==> src/sv/sem_pkg.sv <==
// Shared types, register indexes and the Sobel kernel arithmetic for the edge stream.
package sem_pkg;

	localparam int CFG_IW     = 2;
	localparam int CFG_DW     = 13;
	localparam int MAX_HEIGHT = 4096;

	localparam logic [CFG_IW-1:0] REG_MODE   = 2'd0;
	localparam logic [CFG_IW-1:0] REG_WIDTH  = 2'd1;
	localparam logic [CFG_IW-1:0] REG_HEIGHT = 2'd2;

	localparam logic [1:0] MODE_G1  = 2'd0;
	localparam logic [1:0] MODE_G2  = 2'd1;
	localparam logic [1:0] MODE_SUM = 2'd2;

	// pending result bits: upper/lower output row, left/right output column
	localparam int RES_UL = 0;
	localparam int RES_UR = 1;
	localparam int RES_LL = 2;
	localparam int RES_LR = 3;

	typedef logic [7:0] pix_t;
	typedef pix_t [2:0][2:0] win_t; // [row: two-up, one-up, current][col: oldest..newest]

	typedef struct packed {
		pix_t        px;
		pix_t        up1;
		pix_t        up2;
		logic [11:0] row;
		logic [9:0]  col;
		logic        top_refl;
		logic        left_refl;
		logic [3:0]  pend;
	} ld_t;

	function automatic logic signed [11:0] ext(input pix_t x);
		return $signed({4'b0000, x});
	endfunction

	function automatic pix_t sat_abs(input logic signed [11:0] g);
		logic [11:0] a;
		a = g[11] ? 12'(-g) : 12'(g);
		return (a > 12'd255) ? 8'd255 : a[7:0];
	endfunction

	function automatic pix_t clamp_pos(input logic signed [11:0] g);
		if (g[11])
			return 8'd0;
		return (g > 12'sd255) ? 8'd255 : g[7:0];
	endfunction

	function automatic pix_t edge_fn(input win_t p, input logic [1:0] mode);
		logic signed [11:0] g1;
		logic signed [11:0] g2;
		logic [8:0]         s;
		pix_t               r;
		g1 = ext(p[2][0]) + (ext(p[2][1]) <<< 1) + ext(p[2][2])
		   - ext(p[0][0]) - (ext(p[0][1]) <<< 1) - ext(p[0][2]);
		g2 = ext(p[0][2]) + (ext(p[1][2]) <<< 1) + ext(p[2][2])
		   - ext(p[0][0]) - (ext(p[1][0]) <<< 1) - ext(p[2][0]);
		s = {1'b0, sat_abs(g1)} + {1'b0, sat_abs(g2)};
		unique case (mode)
			MODE_G1: r = clamp_pos(g1);
			MODE_G2: r = clamp_pos(g2);
			default: r = s[8] ? 8'd255 : s[7:0];
		endcase
		return r;
	endfunction

endpackage

==> src/sv/sem_res_if.sv <==
// Result output channel: valid/ready handshake carrying one edge result word.
interface sem_res_if;
	logic        valid;
	logic        ready;
	logic [7:0]  edge_value;
	logic [11:0] out_row;
	logic [9:0]  out_col;
	logic        last_of_run;
	logic        frame_end;

	modport source(output valid, output edge_value, output out_row, output out_col,
		output last_of_run, output frame_end, input ready);
	modport sink(input valid, input edge_value, input out_row, input out_col,
		input last_of_run, input frame_end, output ready);
endinterface

==> src/sv/sem_emit.sv <==
// 3x3 window, result sequencer and output register: one result word per cycle while the receiver is ready.
module sem_emit import sem_pkg::*; (
	input  logic       clk,
	input  logic       arst_n,
	input  logic [1:0] mode,
	input  logic       load,
	input  ld_t        ld,
	output logic       can_load,
	sem_res_if.source  results
);

	win_t        win_q;
	logic [3:0]  pend_q;
	logic [11:0] row_s2;
	logic [9:0]  col_s2;
	logic        top_s2;
	logic        left_s2;

	logic        out_valid_q;
	pix_t        edge_q;
	logic [11:0] orow_q;
	logic [9:0]  ocol_q;
	logic        last_q;
	logic        fe_q;

	logic [3:0]       sel;
	logic [3:0]       rest;
	logic             lower;
	logic             right;
	logic             fire;
	logic [2:0][1:0]  rsel;
	logic [2:0][1:0]  csel;
	win_t             p;

	always_comb begin
		sel   = pend_q & (~pend_q + 4'd1);
		rest  = pend_q & ~sel;
		lower = sel[RES_LL] | sel[RES_LR];
		right = sel[RES_UR] | sel[RES_LR];
		rsel[0] = lower ? 2'd1 : (top_s2 ? 2'd2 : 2'd0);
		rsel[1] = lower ? 2'd2 : 2'd1;
		rsel[2] = lower ? 2'd1 : 2'd2;
		csel[0] = right ? 2'd1 : (left_s2 ? 2'd2 : 2'd0);
		csel[1] = right ? 2'd2 : 2'd1;
		csel[2] = right ? 2'd1 : 2'd2;
		for (int i = 0; i < 3; i++)
			for (int j = 0; j < 3; j++)
				p[i][j] = win_q[rsel[i]][csel[j]];
		fire     = (pend_q != 4'd0) && (!out_valid_q || results.ready);
		can_load = (pend_q == 4'd0) || (fire && rest == 4'd0);
	end

	always_ff @(posedge clk or negedge arst_n) begin
		if (!arst_n) begin
			pend_q <= 4'd0;
			win_q  <= '0;
		end else if (load) begin
			pend_q <= ld.pend;
			for (int i = 0; i < 3; i++) begin
				win_q[i][0] <= win_q[i][1];
				win_q[i][1] <= win_q[i][2];
			end
			win_q[0][2] <= ld.up2;
			win_q[1][2] <= ld.up1;
			win_q[2][2] <= ld.px;
		end else if (fire) begin
			pend_q <= rest;
		end
	end

	always_ff @(posedge clk) begin
		if (load) begin
			row_s2  <= ld.row;
			col_s2  <= ld.col;
			top_s2  <= ld.top_refl;
			left_s2 <= ld.left_refl;
		end
	end

	always_ff @(posedge clk or negedge arst_n) begin
		if (!arst_n)
			out_valid_q <= 1'b0;
		else if (fire)
			out_valid_q <= 1'b1;
		else if (results.ready)
			out_valid_q <= 1'b0;
	end

	always_ff @(posedge clk) begin
		if (fire) begin
			edge_q <= edge_fn(p, mode);
			orow_q <= lower ? row_s2 : row_s2 - 12'd1;
			ocol_q <= right ? col_s2 : col_s2 - 10'd1;
			last_q <= (rest == 4'd0);
			fe_q   <= sel[RES_LR];
		end
	end

	assign results.valid       = out_valid_q;
	assign results.edge_value  = edge_q;
	assign results.out_row     = orow_q;
	assign results.out_col     = ocol_q;
	assign results.last_of_run = last_q;
	assign results.frame_end   = fe_q;

endmodule

==> src/flat_wrapper.sv <==
// flat-port wrapper written by rule: the top's interface ports become plain ports
module sem_emit_flat import sem_pkg::*;
  (clk, arst_n, mode, load, ld, can_load, results_valid, results_edge_value, results_out_row, results_out_col, results_last_of_run, results_frame_end, results_ready);
  sem_res_if results_i ();
  input  logic clk;
  input  logic arst_n;
  input  logic [1:0] mode;
  input  logic load;
  input  ld_t ld;
  output logic can_load;
  output wire logic [$bits(results_i.valid)-1:0] results_valid;
  output wire logic [$bits(results_i.edge_value)-1:0] results_edge_value;
  output wire logic [$bits(results_i.out_row)-1:0] results_out_row;
  output wire logic [$bits(results_i.out_col)-1:0] results_out_col;
  output wire logic [$bits(results_i.last_of_run)-1:0] results_last_of_run;
  output wire logic [$bits(results_i.frame_end)-1:0] results_frame_end;
  input wire logic [$bits(results_i.ready)-1:0] results_ready;
  assign results_valid = results_i.valid;
  assign results_edge_value = results_i.edge_value;
  assign results_out_row = results_i.out_row;
  assign results_out_col = results_i.out_col;
  assign results_last_of_run = results_i.last_of_run;
  assign results_frame_end = results_i.frame_end;
  assign results_i.ready = results_ready;
  sem_emit u_core (.clk(clk), .arst_n(arst_n), .mode(mode), .load(load), .ld(ld), .can_load(can_load), .results(results_i));
endmodule
==> config.mk <==
export PLATFORM = sky130hd
export DESIGN_NAME = sem_emit_flat
export DESIGN_NICKNAME = d
export VERILOG_FILES = /design/src/sv/sem_pkg.sv /design/src/sv/sem_res_if.sv /design/src/sv/sem_emit.sv /design/src/flat_wrapper.sv
export SDC_FILE = /design/constraint.sdc
export NUM_CORES = 1
export LEC_CHECK = 0
export BUFFER_PORTS_ARGS = -buffer_cell sky130_fd_sc_hd__buf_2
export CORE_UTILIZATION = 50
export CTS_BUF_LIST = sky130_fd_sc_hd__clkbuf_2 sky130_fd_sc_hd__clkbuf_4 sky130_fd_sc_hd__clkbuf_8
export CTS_CLUSTER_SIZE = 20
export DETAILED_ROUTE_END_ITERATION = 16
export PLACE_DENSITY = 0.69
export SLEW_MARGIN = 20
export SYNTH_ARGS = -nofsm -noshare
export SYNTH_HDL_FRONTEND = slang
export SYNTH_SLANG_ARGS = --single-unit
==> constraint.sdc <==
create_clock -name clk -period 10.3 [get_ports clk]
set_input_delay 0.515 -clock clk [delete_from_list [all_inputs] [get_ports clk]]
set_output_delay 0.515 -clock clk [all_outputs]
set_load 0.05 [all_outputs]
== After elaboration in Yosys (flattened, before gate mapping) ==
Index checks and enable logic that the tools add are counted.
Storage, ports and cells
  register bits after elaboration: 133
  bits in latches: 0
  RAM bits: 0
  ROM bits: 0
  bits of input ports: 58
  memories: 0
Operators by class
  $add $sub $neg: 16
  multiply operators: 0
  divide/modulo/power cells: 0
  magnitude comparators: 10
  equal/unequal tests: 1
  shift-type cells: 0
  muxes and demuxes: 54
  bitwise operators: 6
  reduce and logical (&&, ||, !) cells: 11
Operators with widths (count)
  $bmux 24 s2: 3
  $mux 8: 17
  $bmux 8 s2: 8
  $mux 24: 3
  $sub 12x9->12: 4
  $mux 12: 3
  $add 12x9->12: 2
  $gt 12x8->1 const B: 2
  $gt 12x9->1 const B: 2
  $neg 12->12: 2
  $sub 12x10->12: 2
  $add 8x9->10: 2
  $lt 2x3->1 const B: 6
  $mux 2: 8
  $pmux 8 s2: 1
  $sub 12x1->12 const B: 1
  $mux 10: 1
  $sub 10x1->10 const B: 1
  $add 8x8->9: 1
  $and 4x4->4: 2
  $logic_not 4->1: 2
  $mux 1: 8
  $mux 4: 2
  $not 4->4: 2
  9 further kinds: 13

== Longest topological paths before layout ==
  depth in word-level cells: 21
  gate-level depth with buffers: 43

== Worst setup path before layout ==
No wires, ideal clock.
  path kind: reg2reg
  start: reg u_core.pend_q[2]
  end: reg u_core.edge_q[5], in the netlist u_core.results.edge_value[5], data pin
  setup time: 0.266 ns
  arrival: 8.071 ns
  setup slack: 1.962 ns
  cell stages (with the launch flop): 38
  period minus slack after synthesis: 8.338 ns
  path through: dfrtp_1 > clkbuf_1 > nor3_1 > nand2_1 > o21ai_1 > clkbuf_1 > clkbuf_1 > mux2i_1 > ha_1 > inv_1 > fa_1 > inv_1 > a21oi_1 > o21ai_0 > xor2_1 > fa_1 > inv_1 > fa_1 > [2 not listed] > and3b_1 > a211o_1 > a311oi_2 > nor4b_2 > nand4_1 > mux2_2 > o32ai_4 > nand2_1 > ha_1 > fa_1 > a21oi_1 > nor2_1 > nor2_1 > o21bai_1 > a21oi_1 > o21ai_0 > o21ai_0 > nand4_1
Between the ends
  longest elaborated chain between the ends: 21
RTL lines
  from (decl): RTL line sem_emit.sv:13  | logic [3:0] pend_q;
  from (signal assigned): RTL line sem_emit.sv:58  | pend_q <= ld.pend;
  from (signal assigned): RTL line sem_emit.sv:67  | pend_q <= rest;
  $not 4->4: RTL line sem_emit.sv:36  | sel = pend_q & (~pend_q + 4'd1);
  $add 4x1->4: RTL line sem_emit.sv:36
  $and 4x4->4 *: RTL line sem_emit.sv:36
  $or 1x1->1: RTL line sem_emit.sv:38  | lower = sel[RES_LL] | sel[RES_LR];
  $mux 2 (on tied branches): RTL line sem_emit.sv:42, sem_emit.sv:40, sem_emit.sv:41
  $bmux 24 s2: RTL line sem_emit.sv:48  | p[i][j] = win_q[rsel[i]][csel[j]];
  $mux 24 (implied by the code): RTL line sem_emit.sv:48
  $bmux 8 s2: RTL line sem_emit.sv:48
  [5 not listed]
  $sub 12x9->12 (on tied branches): RTL line sem_pkg.sv:58, sem_pkg.sv:60
  $neg 12->12: RTL line sem_pkg.sv:42  | a = g[11] ? 12'(-g) : 12'(g);
  $mux 12: RTL line sem_pkg.sv:42
  $gt 12x8->1: RTL line sem_pkg.sv:43  | return (a > 12'd255) ? 8'd255 : a[7:0];
  $mux 8: RTL line sem_pkg.sv:43
  $add 8x8->9: RTL line sem_pkg.sv:61  | s = {1'b0, sat_abs(g1)} + {1'b0, sat_abs(g2)};
  $mux 8: RTL line sem_pkg.sv:65  | default: r = s[8] ? 8'd255 : s[7:0];
  $pmux 8 s2 *: RTL line sem_pkg.sv:62  | unique case (mode)
  to (signal assigned): RTL line sem_emit.sv:91  | edge_q <= edge_fn(p, mode);
  to (decl): RTL line sem_emit.sv:20  | pix_t edge_q;
Mark *: on every way between the ends. The rest lies on a longest branch, timed or not. The select of a mux whose other input is x is not followed.
A chain may end at the register's enable or synchronous reset.

== Final worst setup path ==
  start: reg u_core.pend_q[2]
  end: reg u_core.edge_q[6], in the netlist u_core.results.edge_value[6], data pin
The elaborated chain is that of the path after synthesis.

==> qor.csv <==
metric,value,unit
post-synthesis average cell area,9.57,um2
Critical Path RT,10.50,ns
Worst-Skew Late Latency,0.45,ns
vias in the first global route,7781,
ant diodes,0,
Post-CTS Repair Setup Buffers,0,
CP Max Fanout,25,
clock slew at reported path FFs,0.09,ns
CTS-repair resized insts,0,
Die ar.,0.0219,mm2
wire per inst,15.3,um
Clock H-tree levels,4,
Synthesized Nets,1276,
Worst Hold Class,in2async,
CP max-delay cell,a31oi_1,
Mapped Area,0.0106,mm2
synth top area cells,"dfrtp_1 (18%), edfxtp_1 (16%), fa_1 (9.4%), mux2_2 (8.0%), ha_1 (6.7%)",
chip height,148,um
initial antenna violation count,0,
crit path launch type,register,
Max Clk Rate,0.108,GHz
Nets,1345,
"FF+latch count, synth",133,
crit path capture type,register,
Starting Density,51.7,%
R2R cell count,38,
Max Root-Sink Buffers,2,
Gate Count Post-Synth,1111,
Slew HR,36.8,%
Synth top area share,18.1,%
grt total ovfl,0,
critical path data arrival time,9.48,ns
Final period util,90.1,%
max-capacitance violation count,0,
global-route wire length before repair,37800,um
clock skew,0.0160,ns
Synth area leader,dfrtp_1,
WS Path Type,reg2reg,
share of flip-flops with an asynchronous set or reset,57.9,%
io pins,92,
status,"complete, no violations",
"antenna viol nets, final",0,
RePlAce Congestion,0.823,
dpl hpwl,17300,um
grt met1 use,31.3,%
hold buffer count at CTS,0,
core box area,0.0206,mm2
DR vias,8028,
CTS Root Cell,clkbuf_8,
setup TNS,0,ns
synth unique cells,66,
WL final,22400,um
grt met3 use,3.49,%
Port Buffers,91,
Layout Area Growth over Synthesis,10.3,%
share of cells above drive strength 1,19.1,%
worst-margin pin slew,0.948,ns
FP Rows,52,
Post-synth EDFFs,56,
CTS Sinks,133,
TritonCTS clock tree,done,
GRT met2 Usage,33.2,%
grt peak-use layer,met2,
Max Slew Vio Count,0,
largest net degree at the start of global routing,78,
DR vias/cell,5.49,
Yosys Warn Count,0,
DR iter-0 viols,604,
CP max stage delay,0.50,ns
Synth Flop Type,dfrtp_1,
Final Hold Fails,0,
DRC Markers,0,
width of the die,148,um
RSZ-0062 raised after global routing,no,
final setup vio count,0,
drt pass-1 iters,5,
sequential area share after synthesis,33.9,%
min cycle time layout,9.28,ns
Tot GR Track Use,21.7,%
total CTS buffers,17,
metal layers:
layer / wire (um) / part of all wire (%) / up-vias
met2: 9940 / 44 / 173
met5: 0 / 0 / -
met1: 11200 / 50 / 3824
met3: 781 / 3.5 / 34
met4: 439 / 2.0 / 0
li1: - / - / 3997
logic make-up (layout without fill, tap and decap cells):
kind of cell / count (synthesis) / after routing / share of synthesized area (%)
multiplexers: 133 / 133 / 13.5
XOR/XNOR: 56 / 56 / 4.61
AND/OR/NAND/NOR: 316 / 316 / 13.2
buffers and inverters: 151 / 233 / 5.39
flip-flops: 133 / 133 / 33.9
AO/OA/AOI/OAI: 214 / 214 / 13.1
adder cells (fa/ha/maj): 108 / 108 / 16.2
sequential cells by signal, indices dropped and copies added (netlist names):
signal	flops
u_core.results.last_of_run	1
u_core.left_s2	1
u_core.win_q	72
u_core.results.out_col	10
u_core.results.out_row	12
u_core.pend_q	4
u_core.top_s2	1
u_core.results.edge_value	8
u_core.row_s2	12
u_core.col_s2	10
u_core.results.valid	1
u_core.results.frame_end	1
stage by stage:
stage          utilization [%]  hold WS (ns)  instances  cell area [um2]  setup WS (ns)
2_1_floorplan                -         0.219       1111            10600           1.96
3_3_place_gp              55.1         0.494       1431            11300           1.32
3_5_place_dp              55.1         0.496       1431            11300           1.08
4_1_cts                   57.0         0.208       1463            11700           1.07
5_1_grt                   57.0         0.129       1463            11700          0.114
6_report                  57.0        0.0557       1463            11700           1.02
layout make-up:
type | count | area [um2]
inverter | 102 | 383
clock buffer | 21 | 270
clock inverter | 11 | 123
timing repair buffer | 99 | 524
fill | 1855 | 8830
sequential | 133 | 3610
multi-input combinational | 827 | 6480
tap | 270 | 338
placed cells by master, fill, tap and decap left out, types with 3 or more instances in the layout:
master and count:
mux2i_1 56, nand4_1 4, nand2_1 142, a211oi_1 4
nor3b_1 6, o21a_1 9, nor2_1 76, nor2b_1 4
xnor2_1 28, edfxtp_1 56, buf_4 9, clkinv_2 3
a211oi_2 3, buf_2 89, nor3_1 18, inv_6 3
o211ai_1 7, clkbuf_4 3, and2_1 5, o21bai_1 7
ha_1 57, fa_1 50, xor2_1 28, o21ai_0 59
a21o_1 14, a21boi_0 5, or3_1 3, a31oi_1 15
inv_1 102, and3_1 10, nor4_1 6, nand2b_1 9
a21oi_1 61, mux2_2 76, dfrtp_1 77, nand3_1 22
clkbuf_8 18
worst max-delay path: cells and delay by family, from the launching register on:
kind | cells | cell delay (ns)
DFF | 1 | 0.47
and+or+nand+nor | 13 | 2.27
xor gates and xnor gates | 1 | 0.12
adders and majority gates | 7 | 2.59
buffers and inverters | 4 | 0.22
AOI/OAI and AO/OA | 13 | 3.36
cells in the mapped netlist (14+ instances only):
| library cell | count |
|---|---|
| nand2_1 | 142 |
| xor2_1 | 28 |
| inv_1 | 102 |
| nor3_1 | 18 |
| a21o_1 | 14 |
| xnor2_1 | 28 |
| mux2_2 | 76 |
| a31oi_1 | 15 |
| a21oi_1 | 61 |
| nor2_1 | 78 |
| fa_1 | 50 |
| clkbuf_1 | 41 |
| o21ai_0 | 59 |
| dfrtp_1 | 77 |
| edfxtp_1 | 56 |
| mux2i_1 | 56 |
| ha_1 | 57 |
| nand3_1 | 22 |
final timing paths:
path	from	to	slack, ns
max reg2reg	u_core.pend_q[2]$_DFFE_PN0P_	u_core.results.edge_value[6]$_DFFE_PP_	1.02
min	arst_n	u_core.win_q[23]$_DFFE_PN0P_	0.06
min in group clk	ld[14]	u_core.col_s2[8]$_DFFE_PP_	0.23
min reg2reg	u_core.win_q[4]$_DFFE_PN0P_	u_core.win_q[4]$_DFFE_PN0P_	0.51
max in group asynchronous	arst_n	u_core.pend_q[0]$_DFFE_PN0P_	9.74
max	u_core.pend_q[2]$_DFFE_PN0P_	u_core.results.edge_value[6]$_DFFE_PP_	1.02
Power is left out: the tool's default activity adds up to more than one toggle a clock period on the data nets, which glitch-free logic cannot reach.
